===== config.mk =====
export PLATFORM = sky130hd
export DESIGN_NAME = spi_ethernet_rx_deframer
export DESIGN_NICKNAME = d
export VERILOG_FILES = /design/src/hw/rtl/sperx_pkg.sv /design/src/hw/rtl/spi_ethernet_rx_deframer.sv /design/src/hw/rtl/sperx_decode.sv /design/src/hw/rtl/sperx_out_buf.sv
export VERILOG_INCLUDE_DIRS = /design/src /design/src/hw/rtl
export SDC_FILE = /design/constraint.sdc
export NUM_CORES = 1
export LEC_CHECK = 0
export BUFFER_PORTS_ARGS = -buffer_cell sky130_fd_sc_hd__buf_2
export CORE_MARGIN = 3
export CORE_UTILIZATION = 30
export DETAILED_ROUTE_END_ITERATION = 12
export PLACE_DENSITY = 0.55
export SYNTH_ARGS = -nofsm -noshare
export SYNTH_HDL_FRONTEND = slang
export SYNTH_SLANG_ARGS = --single-unit

===== constraint.sdc =====
create_clock -name clk -period 5.6 [get_ports clk]
set_input_delay 0.56 -clock clk [delete_from_list [all_inputs] [get_ports clk]]
set_output_delay 0.56 -clock clk [all_outputs]
set_load 0.1 [all_outputs]

===== src/hw/rtl/spi_ethernet_rx_deframer_macros.svh =====
// Assertion macros for the receive deframer.
// Used by files that assert; expects clk and arst_n in scope.
`ifndef SPI_ETHERNET_RX_DEFRAMER_MACROS_SVH
`define SPI_ETHERNET_RX_DEFRAMER_MACROS_SVH

// Same-cycle implication, disabled during reset
`define SPERX_ASSERT_NOW(label, ante, cons, msg) \
	label: assert property (@(posedge clk) disable iff (!arst_n) (ante) |-> (cons)) \
		else $error(msg);

// Next-cycle implication, disabled during reset
`define SPERX_ASSERT_NEXT(label, ante, cons, msg) \
	label: assert property (@(posedge clk) disable iff (!arst_n) (ante) |=> (cons)) \
		else $error(msg);

`endif


===== src/hw/rtl/sperx_pkg.sv =====
// Shared types and constants for the SPI ethernet receive deframer.
// No dependencies.
package sperx_pkg;

	// Receive buffer size; bursts longer than this are clamped
	localparam int MAX_BUFFER_BYTES = 4096;
	localparam int POS_W = $clog2(MAX_BUFFER_BYTES);
	localparam int LEN_W = $clog2(MAX_BUFFER_BYTES + 1);
	localparam int SUM_W = 17;
	localparam int CFG_W = 13;

	localparam logic [CFG_W-1:0] MAX_FRAME_LEN_RST = CFG_W'(1522);
	localparam logic [7:0] PREAMBLE_BYTE = 8'hAA;

	// Byte offsets within a burst
	localparam logic [POS_W-1:0] POS_PRE_FIRST = POS_W'(4);
	localparam logic [POS_W-1:0] POS_PRE_LAST  = POS_W'(7);
	localparam logic [POS_W-1:0] POS_LEN_LO    = POS_W'(8);
	localparam logic [POS_W-1:0] POS_LEN_HI    = POS_W'(9);
	localparam logic [SUM_W-1:0] HEADER_BYTES  = SUM_W'(12);
	localparam logic [SUM_W-1:0] TRAILER_BYTES = SUM_W'(2);
	localparam logic [LEN_W-1:0] MIN_BURST     = LEN_W'(14);

	typedef enum logic [2:0] {
		ST_OK       = 3'd0,
		ST_SHORT    = 3'd1,
		ST_PREAMBLE = 3'd2,
		ST_TOO_LONG = 3'd3,
		ST_OVERRUN  = 3'd4
	} frame_status_t;

	typedef struct packed {
		logic [7:0]  data_byte;
		logic [15:0] buffer_bytes;
	} in_beat_t;

	typedef struct packed {
		logic          is_status;
		logic [7:0]    payload_byte;
		logic          last_payload;
		frame_status_t frame_status;
		logic [15:0]   frame_length;
	} out_beat_t;

	// Result handed from the decoder to the output register
	typedef struct packed {
		logic      valid;
		out_beat_t beat;
	} dec_res_t;

endpackage


===== src/hw/rtl/spi_ethernet_rx_deframer.sv =====
// Top level of the SPI ethernet receive deframer: input register, decoder, output register.
// Depends on sperx_pkg, sperx_decode, sperx_out_buf and the macros header.
//
//   port group | dir | beat
//   in_*       | in  | one burst byte plus burst count
//   out_*      | out | payload byte or end-of-burst status
//   cfg_*      | in  | max_frame_len write, no handshake
//
// One byte per cycle sustained unless a result meets a full output; registered in and out.
// Rate is set by the byte position counter and header compares, one pass per byte.
// Reset clears all control state and loads max_frame_len with 1522.
// A stalled output holds only bytes that produce a result; other bytes keep flowing.
`include "spi_ethernet_rx_deframer_macros.svh"

module spi_ethernet_rx_deframer (
	input  logic                        clk,
	input  logic                        arst_n,
	input  logic                        in_valid,
	output logic                        in_ready,
	input  sperx_pkg::in_beat_t         in_data,
	output logic                        out_valid,
	input  logic                        out_ready,
	output sperx_pkg::out_beat_t        out_data,
	input  logic                        cfg_we,
	input  logic [sperx_pkg::CFG_W-1:0] cfg_wdata
);
	import sperx_pkg::*;

	logic     valid_s1;
	in_beat_t item_s1;
	dec_res_t res;
	logic     space;
	logic     adv;

	// Byte in stage 1 moves on unless its result finds the output full
	assign adv      = valid_s1 && (!res.valid || space);
	assign in_ready = !valid_s1 || adv;

	// Input register
	always_ff @(posedge clk or negedge arst_n) begin
		if (!arst_n) begin
			valid_s1 <= 1'b0;
		end else if (in_ready) begin
			valid_s1 <= in_valid;
		end
	end

	always_ff @(posedge clk) begin
		if (in_valid && in_ready) begin
			item_s1 <= in_data;
		end
	end

	sperx_decode u_decode (
		.clk        (clk),
		.arst_n     (arst_n),
		.cfg_we     (cfg_we),
		.cfg_wdata  (cfg_wdata),
		.item_valid (valid_s1),
		.adv        (adv),
		.item       (item_s1),
		.res        (res)
	);

	sperx_out_buf u_out_buf (
		.clk       (clk),
		.arst_n    (arst_n),
		.res       (res),
		.load      (adv),
		.space     (space),
		.out_valid (out_valid),
		.out_ready (out_ready),
		.out_data  (out_data)
	);

	// Checks
	`SPERX_ASSERT_NOW(a_payload_clean, out_valid && !out_data.is_status, out_data.frame_status == ST_OK && out_data.frame_length == 16'd0, "payload beat carries status fields")
	`SPERX_ASSERT_NOW(a_short_no_len, out_valid && out_data.is_status && out_data.frame_status == ST_SHORT, out_data.frame_length == 16'd0 && !out_data.last_payload, "short burst status carries a length")
	`SPERX_ASSERT_NOW(a_stall_cause, valid_s1 && !in_ready, out_valid && !out_ready, "input stalled without a blocked output")
	`SPERX_ASSERT_NEXT(a_drain, out_valid && out_ready && !valid_s1, !out_valid, "result beat appeared with no byte in flight")

endmodule


===== src/hw/rtl/sperx_decode.sv =====
// Burst decoder: byte position, header parse, error checks, result build.
// Depends on sperx_pkg.
module sperx_decode (
	input  logic                          clk,
	input  logic                          arst_n,
	input  logic                          cfg_we,
	input  logic [sperx_pkg::CFG_W-1:0]   cfg_wdata,
	input  logic                          item_valid,
	input  logic                          adv,
	input  sperx_pkg::in_beat_t           item,
	output sperx_pkg::dec_res_t           res
);
	import sperx_pkg::*;

	logic [POS_W-1:0] pos_q;
	logic [LEN_W-1:0] blen_q;
	logic [15:0]      dlen_q;
	frame_status_t    err_q;
	logic [CFG_W-1:0] max_len_q;

	logic [LEN_W-1:0] blen_new;
	logic [LEN_W-1:0] blen_cur;
	logic [15:0]      dlen_nxt;
	frame_status_t    err_nxt;
	logic             pay_hit;
	logic             pay_last;
	logic             last_byte;

	// Clamp the burst count taken on the first byte
	always_comb begin
		if (item.buffer_bytes == 16'd0) begin
			blen_new = LEN_W'(1);
		end else if (item.buffer_bytes > 16'(MAX_BUFFER_BYTES)) begin
			blen_new = LEN_W'(MAX_BUFFER_BYTES);
		end else begin
			blen_new = LEN_W'(item.buffer_bytes);
		end
	end

	// Header parse and checks for the current byte
	always_comb begin
		logic          first;
		logic [15:0]   dlen_cur;
		frame_status_t err_cur;
		logic [15:0]   dlen_hi;
		logic [SUM_W-1:0] pos_w;
		logic [SUM_W-1:0] hdr_end;

		first    = (pos_q == '0);
		blen_cur = first ? blen_new : blen_q;
		dlen_cur = first ? 16'd0 : dlen_q;
		err_cur  = first ? ((blen_new < MIN_BURST) ? ST_SHORT : ST_OK) : err_q;
		dlen_hi  = {item.data_byte, dlen_cur[7:0]};
		pos_w    = SUM_W'(pos_q);
		hdr_end  = HEADER_BYTES + SUM_W'(dlen_cur);

		dlen_nxt = dlen_cur;
		err_nxt  = err_cur;
		pay_hit  = 1'b0;
		pay_last = 1'b0;

		if (pos_q inside {[POS_PRE_FIRST:POS_PRE_LAST]}) begin
			if (err_cur == ST_OK && item.data_byte != PREAMBLE_BYTE) begin
				err_nxt = ST_PREAMBLE;
			end
		end else if (pos_q == POS_LEN_LO) begin
			dlen_nxt = {8'h00, item.data_byte};
		end else if (pos_q == POS_LEN_HI) begin
			dlen_nxt = dlen_hi;
			if (err_cur == ST_OK) begin
				if (dlen_hi > 16'(max_len_q)) begin
					err_nxt = ST_TOO_LONG;
				end else if (HEADER_BYTES + SUM_W'(dlen_hi) + TRAILER_BYTES
						> SUM_W'(blen_cur)) begin
					err_nxt = ST_OVERRUN;
				end
			end
		end else if (pos_w >= HEADER_BYTES && err_cur == ST_OK && pos_w < hdr_end) begin
			pay_hit  = 1'b1;
			pay_last = (pos_w == hdr_end - SUM_W'(1));
		end

		last_byte = (SUM_W'(pos_q) + SUM_W'(1)) >= SUM_W'(blen_cur);
	end

	// Result: status wins over payload on the final burst byte
	always_comb begin
		res.valid             = item_valid && (last_byte || pay_hit);
		res.beat.is_status    = last_byte;
		res.beat.payload_byte = last_byte ? 8'h00 : item.data_byte;
		res.beat.last_payload = last_byte ? 1'b0 : pay_last;
		res.beat.frame_status = last_byte ? err_nxt : ST_OK;
		res.beat.frame_length = (last_byte && err_nxt != ST_SHORT) ? dlen_nxt : 16'd0;
	end

	// Burst state and register
	always_ff @(posedge clk or negedge arst_n) begin
		if (!arst_n) begin
			pos_q     <= '0;
			blen_q    <= '0;
			dlen_q    <= '0;
			err_q     <= ST_OK;
			max_len_q <= MAX_FRAME_LEN_RST;
		end else begin
			if (cfg_we) begin
				max_len_q <= cfg_wdata;
			end
			if (adv) begin
				pos_q  <= last_byte ? '0 : pos_q + POS_W'(1);
				blen_q <= blen_cur;
				dlen_q <= dlen_nxt;
				err_q  <= err_nxt;
			end
		end
	end

endmodule


===== src/hw/rtl/sperx_out_buf.sv =====
// Output result register with valid/ready handshake.
// Depends on sperx_pkg.
module sperx_out_buf (
	input  logic                 clk,
	input  logic                 arst_n,
	input  sperx_pkg::dec_res_t  res,
	input  logic                 load,
	output logic                 space,
	output logic                 out_valid,
	input  logic                 out_ready,
	output sperx_pkg::out_beat_t out_data
);
	import sperx_pkg::*;

	logic      valid_q;
	out_beat_t beat_q;

	assign space     = !valid_q || out_ready;
	assign out_valid = valid_q;
	assign out_data  = beat_q;

	// Control
	always_ff @(posedge clk or negedge arst_n) begin
		if (!arst_n) begin
			valid_q <= 1'b0;
		end else if (load && res.valid) begin
			valid_q <= 1'b1;
		end else if (out_ready) begin
			valid_q <= 1'b0;
		end
	end

	// Payload
	always_ff @(posedge clk) begin
		if (load && res.valid) begin
			beat_q <= res.beat;
		end
	end

endmodule

==> summary.txt, run 1 <==
status: finished clean
Vias: 5960
fin crit share: 95.0%
std cell rows: 56
Max Cap Viol: 0
fin crit period: 5.32 ns
die height: 162 um
worst r2r dst: u_decode.dlen_q[9]$_DFFE_PN0P_
Clock Latency Late Sink: 0.36 ns
final setup margin: 0.278 ns
Sw Pwr: 1560 uW
DRC violation count after routing: 0
final setup fails: 0
r2r startpoint: u_decode.pos_q[0]$_DFFE_PN0P_
grt ovf: 0
Syn Nets: 868
pre-CTS setup slack: 0.519 ns
total negative setup slack: 0 ns
# clock sinks: 112
clock buffer count from CTS: 9
vias in the first global route: 5876
routability cong.: 0.892
first-pass GRT wire length: 32000 um
Logic pwr share: 48.0%
die boundary width: 162 um
Power Density: 431 mW/mm^2
yosys synthesis warning count: 0
Unique masters post-synth: 74
Max Clk Rate: 0.188 GHz
port bufs: 72
Worst Tran Pin Value: 0.920 ns
TritonCTS clock tree: yes
WL/cell: 17.3 um
vias per cell: 5.20
CP Launch Type: register
Initial Util: 30.8%
mapped cell area: 0.00730 mm^2
#FFs+latches synth: 112
WP data arrival: 4.76 ns
Clock transition at path regs: 0.08 ns
H-Tree Depth: 3
P&R area growth vs syn: 13.1%
Post-synth EDFFs: 53
LEAKAGE: 0.00342 uW
CORE AREA: 0.0237 mm^2
Worst Hold Class: primary input to async pin
CP required: 5.04 ns
register area share after synthesis: 42.1%
DR iter-0 viols: 412
RSZ-0062 raised after global routing: false
Worst R2R Path Depth: 15
layout cells sized above 1: 17.4%
I/O pin cnt: 73
Int Power: 1990 uW
Longest Clk Path Bufs: 2
antenna cell count: 0
clock share of power: 17.8%
setup bufs post-CTS: 0
root buf cell: clkbuf_16
ys flop type: edfxtp_1
fraction of registers with async set/reset: 52.7%
sequential share of power: 34.2%
initial antenna violation count: 0
Sw Share: 43.9%
skew final: 0.00954 ns
gr usage total: 15.5%
Total Nets Final: 922
Synth Area per Inst: 9.51 um^2
final hold viol count: 0
final core occ: 34.9%
Synth Instances: 768
drt pass-1 iters: 5
DRT antenna net count: 0
endpoint type of the worst setup path: output port
Die ar.: 0.0262 mm^2
Max IR drop VDD: 189 uV
largest net degree at the start of global routing: 60
post-DP HPWL: 15000 um
R2R Setup Slk: 0.46 ns
final slew viol count: 0
Max FO, Critical Path: 27
Slew Limit Headroom: 38.3%
kind of critical path: register to output port
total wire length: 19800 um
==> registers in the layout, indices dropped and copies added, names as in the netlist <==
name / flops
u_out_buf.out_valid: 1
u_decode.dlen_q: 16
u_decode.max_len_q: 13
valid_s1: 1
u_out_buf.out_data: 29
u_decode.blen_q: 13
u_decode.pos_q: 12
u_decode.err_q: 3
item_s1: 24
==> power groups by stage <==
stage	sequential [uW]	clock (uW)	combinational, uW
3_3_place_gp	1230	0	1690
5_1_grt	1240	683	1910
3_5_place_dp	1230	0	1690
4_1_cts	1220	650	1700
2_1_floorplan	1200	0	1270
6_report	1220	632	1710
==> worst max-delay path by stage <==
| stage | start | end | slack [ns] | cells past startpoint |
|---|---|---|---|---|
| after CTS | u_decode.pos_q[0]$_DFFE_PN0P_ | in_ready | 0.16 | 16 |
| after floorplan | u_decode.pos_q[0]$_DFFE_PN0P_ | item_s1[0]$_DFFE_PP_ | 0.14 | 18 |
| after global routing | u_decode.pos_q[0]$_DFFE_PN0P_ | in_ready | 0.02 | 16 |
| after detailed placement | u_decode.pos_q[0]$_DFFE_PN0P_ | u_decode.dlen_q[14]$_DFFE_PN0P_ | 0.52 | 15 |
| final | u_decode.pos_q[0]$_DFFE_PN0P_ | in_ready | 0.28 | 16 |
| after global placement | u_decode.pos_q[0]$_DFFE_PN0P_ | u_decode.dlen_q[10]$_DFFE_PN0P_ | 0.60 | 15 |
==> metal layers <==
| metal | vias up | wire length (um) | global-route usage [%] |
|---|---|---|---|
| met2 | 154 | 9030 | 23.7 |
| li1 | 2923 | - | - |
| met1 | 2857 | 9520 | 22.3 |
| met4 | 0 | 439 | 5.31 |
| met5 | - | 0 | 0 |
| met3 | 26 | 843 | 2.35 |
==> timing repair <==
item | in CTS | in global routing
gates resized for setup | 0 | 1
hold buffers | 0 | 0
endpoints found under the setup margin | 0 | 1
==> cell type report <==
class | instances | area (um^2)
clock buffer | 10 | 229
clock inverter | 6 | 50.0
fill | 2490 | 15400
inverter | 40 | 150
multi-input combinational | 572 | 3860
sequential | 112 | 3080
tap | 319 | 399
timing repair buffer | 87 | 488
==> placed cells by master (no fill, tap or decap), types with 7 or more instances in the layout <==
master     Yosys  routed
nand2_1       73      73
buf_2          8      71
nor2_1        64      63
ha_1          58      58
edfxtp_1      53      53
dfrtp_1       52      52
o21ai_0       48      48
a21oi_1       48      48
inv_1         40      40
nand3_1       33      33
xnor2_1       24      24
and2_1        20      20
a22o_1        20      20
nand4_1       17      17
buf_4          0      15
a22oi_1       12      12
xor2_1        11      11
nor3_1        10      10
nor4_1        10      10
and3_1         9       9
clkbuf_16      0       9
or3_1          7       7
o2111ai_1      7       7
dfstp_2        7       7
==> critical path: stages, from the launching register on <==
cell,delay (ns)
dfrtp_1,0.45
inv_1,0.15
ha_1,0.22
or3b_2,0.52
or3_4,0.38
buf_4,0.24
nand2_1,0.18
ha_1,0.33
ha_1,0.31
o21a_1,0.11
o31ai_1,0.07
a2111oi_0,0.37
a2bb2oi_1,0.32
nor3_4,0.12
o21ai_2,0.24
nand2b_2,0.21
buf_12,0.18
==> Yosys cell counts (all sizes together), types with 7 or more instances <==
| cell type | count | area (um^2) |
|---|---|---|
| a21oi | 49 | 257 |
| a22o | 20 | 175 |
| a22oi | 17 | 153 |
| and2 | 20 | 125 |
| and3 | 9 | 56.3 |
| buf | 20 | 130 |
| clkbuf | 24 | 90.1 |
| dfrtp | 52 | 1300 |
| dfstp | 7 | 184 |
| edfxtp | 53 | 1590 |
| ha | 58 | 726 |
| inv | 40 | 150 |
| nand2 | 73 | 274 |
| nand3 | 33 | 165 |
| nand4 | 18 | 119 |
| nor2 | 65 | 246 |
| nor3 | 12 | 76.3 |
| nor4 | 11 | 75.1 |
| o2111ai | 7 | 61.3 |
| o21ai | 53 | 273 |
| or3 | 8 | 55.1 |
| xnor2 | 24 | 210 |
| xor2 | 11 | 96.3 |
==> cells by family (layout without fill, tap and decap cells) <==
group / Yosys count / after routing / synth area share [%]
XOR/XNOR: 35 / 35 / 4.20
buffers and inverters: 84 / 143 / 5.07
adder cells (fa/ha/maj): 58 / 58 / 9.94
AND/OR/NAND/NOR: 279 / 279 / 19.6
multiplexers: 8 / 8 / 1.20
AO/OA/AOI/OAI: 192 / 192 / 17.9
flip-flops: 112 / 112 / 42.1
==> metrics by stage <==
step	total power (uW)	std cells	cell area (um^2)	hold WS [ns]
after floorplan	2470	768	7300	0.264
after global placement	2920	1130	7970	0.500
after detailed placement	2920	1130	7970	0.502
after CTS	3560	1146	8250	0.352
after global routing	3840	1146	8260	0.352
final	3560	1146	8260	0.369
No activity file was read; power rests on OpenSTA's default activity.
==> run 2: changes to the inputs <==
--- a/config.mk
+++ b/config.mk
@@ -7,6 +7,7 @@
 export NUM_CORES = 1
 export LEC_CHECK = 0
 export BUFFER_PORTS_ARGS = -buffer_cell sky130_fd_sc_hd__buf_2
+export CORE_ASPECT_RATIO = 1.4
 export CORE_MARGIN = 3
 export CORE_UTILIZATION = 30
 export DETAILED_ROUTE_END_ITERATION = 12
==> summary.txt, run 2 (synthesized netlist as in run 1, its figures left out) <==
Critical Path, Cell by Cell: inv_1, ha_1, or3b_2, or3_4, nand2_1, ha_1, ha_1, o21a_1, o31ai_1, a2111oi_0, a2bb2oi_1, nor3_4, o21ai_2, nand2b_2, buf_12
status: finished clean
antenna cell count: 0
H-Tree Depth: 3
total negative setup slack: 0 ns
largest net degree at the start of global routing: 60
DRC violation count after routing: 0
kind of critical path: register to output port
r2r startpoint: u_decode.pos_q[0]$_DFFE_PN0P_
met3 GRT Util: 2.32%
Worst R2R Path Depth: 15
most frequent cells in the layout: nand2_1, buf_2, nor2_1, ha_1, edfxtp_1
Slew Limit Headroom: 38.4%
WL/cell: 18.1 um
I/O pin cnt: 73
total wire length: 20600 um
grt ovf: 0
Total Nets Final: 923
final slew viol count: 0
layout cells sized above 1: 17.5%
cell family with most CP delay: simple AND/OR/NAND/NOR gates
final core occ: 35.1%
CP Buf/Inv Count: 2
Max IR drop VDD: 253 uV
die height: 191 um
DRT antenna net count: 0
routability cong.: 0.911
Power Density: 439 mW/mm^2
clock buffer count from CTS: 9
skew final: 0.00942 ns
R2R Setup Slk: 0.46 ns
met1 Use GR: 19.3%
GRT met2 Usage: 27.4%
first-pass GRT wire length: 32200 um
critical path's slowest cell: or3b_2
most common cell after layout, fill and taps aside: nand2_1
# clock sinks: 112
fin crit share: 96.9%
final setup fails: 0
Die ar.: 0.0263 mm^2
vias in the first global route: 5962
delay of the slowest cell on the worst path: 0.57 ns
post-DP HPWL: 15500 um
Initial Util: 30.9%
drt pass-1 iters: 5
TritonCTS clock tree: yes
final hold viol count: 0
port bufs: 72
vias per cell: 5.21
Longest Clk Path Bufs: 2
DR iter-0 viols: 354
endpoint type of the worst setup path: output port
setup bufs post-CTS: 0
CORE AREA: 0.0236 mm^2
fin crit period: 5.43 ns
Worst Hold Class: primary input to async pin
CP required: 5.04 ns
Vias: 5907
RSZ-0062 raised after global routing: false
std cell rows: 66
Max Cap Viol: 0
gr usage total: 15.9%
WP data arrival: 4.87 ns
Worst Tran Pin Value: 0.919 ns
LEAKAGE: 0.00344 uW
initial antenna violation count: 0
Most common cell on crit path: ha_1
root buf cell: clkbuf_16
# fillers: 2455
Largest register FFs: 29
GRT Max-Usage Layer: met2
Max FO, Critical Path: 10
Clock Latency Late Sink: 0.37 ns
worst r2r dst: u_decode.dlen_q[14]$_DFFE_PN0P_
die boundary width: 138 um
Max Clk Rate: 0.184 GHz
P&R area growth vs syn: 13.6%
Clock transition at path regs: 0.08 ns
CP Launch Type: register
[run 2: through the flow]
step / power [uW] / instances / setup WS [ns] / hold slack, ns / instance area (um^2)
6_report: 3640 / 1134 / 0.173 / 0.356 / 8300
5_1_grt: 3920 / 1134 / 0.0368 / 0.356 / 8300
4_1_cts: 3650 / 1133 / 0.169 / 0.346 / 8280
3_5_place_dp: 2940 / 1117 / 0.459 / 0.504 / 7960
3_3_place_gp: 2930 / 1117 / 0.506 / 0.507 / 7960
2_1_floorplan: 2470 / 768 / 0.142 / 0.264 / 7300
[run 2: per-layer routing]
layer | vias to the layer above | part of all wire [%]
met2 | 138 | 51
met4 | 0 | 3.9
li1 | 2926 | -
met5 | - | 0
met1 | 2799 | 41
met3 | 44 | 3.6
[run 2: what timing repair did]
action                     CTS  global route
resized for setup            0             3
hold endpoints to repair     0             0
setup endpoints to repair    0             1
hold buffers                 0             0
[run 2: worst max path at each step]
stage | to | from | cells after the start
floorplan | item_s1[0]$_DFFE_PP_ | u_decode.pos_q[0]$_DFFE_PN0P_ | 18
global placement | u_out_buf.out_data[18]$_SDFFCE_PN0P_ | u_decode.pos_q[0]$_DFFE_PN0P_ | 18
detailed placement | u_decode.dlen_q[9]$_DFFE_PN0P_ | u_decode.pos_q[0]$_DFFE_PN0P_ | 16
CTS | in_ready | u_decode.pos_q[0]$_DFFE_PN0P_ | 15
global route | in_ready | u_decode.pos_q[0]$_DFFE_PN0P_ | 17
finish | in_ready | u_decode.pos_q[0]$_DFFE_PN0P_ | 15
[run 2: report_power, final]
| group | switching (uW) | internal [uW] |
|---|---|---|
| clock | 310 | 393 |
| sequential | 197 | 1010 |
| combinational | 1050 | 677 |
| total | 1560 | 2080 |
[run 2: cell type report]
| cell class | instances | area [um^2] | area share (%) |
|---|---|---|---|
| well taps | 306 | 383 | 4.61 |
| inverters | 40 | 150 | 1.81 |
| clock inverters | 7 | 93.8 | 1.13 |
| flip-flops and latches | 112 | 3080 | 37.1 |
| multi-input cells | 573 | 3880 | 46.8 |
| repair buffers | 87 | 488 | 5.88 |
| clock buffers | 9 | 225 | 2.71 |
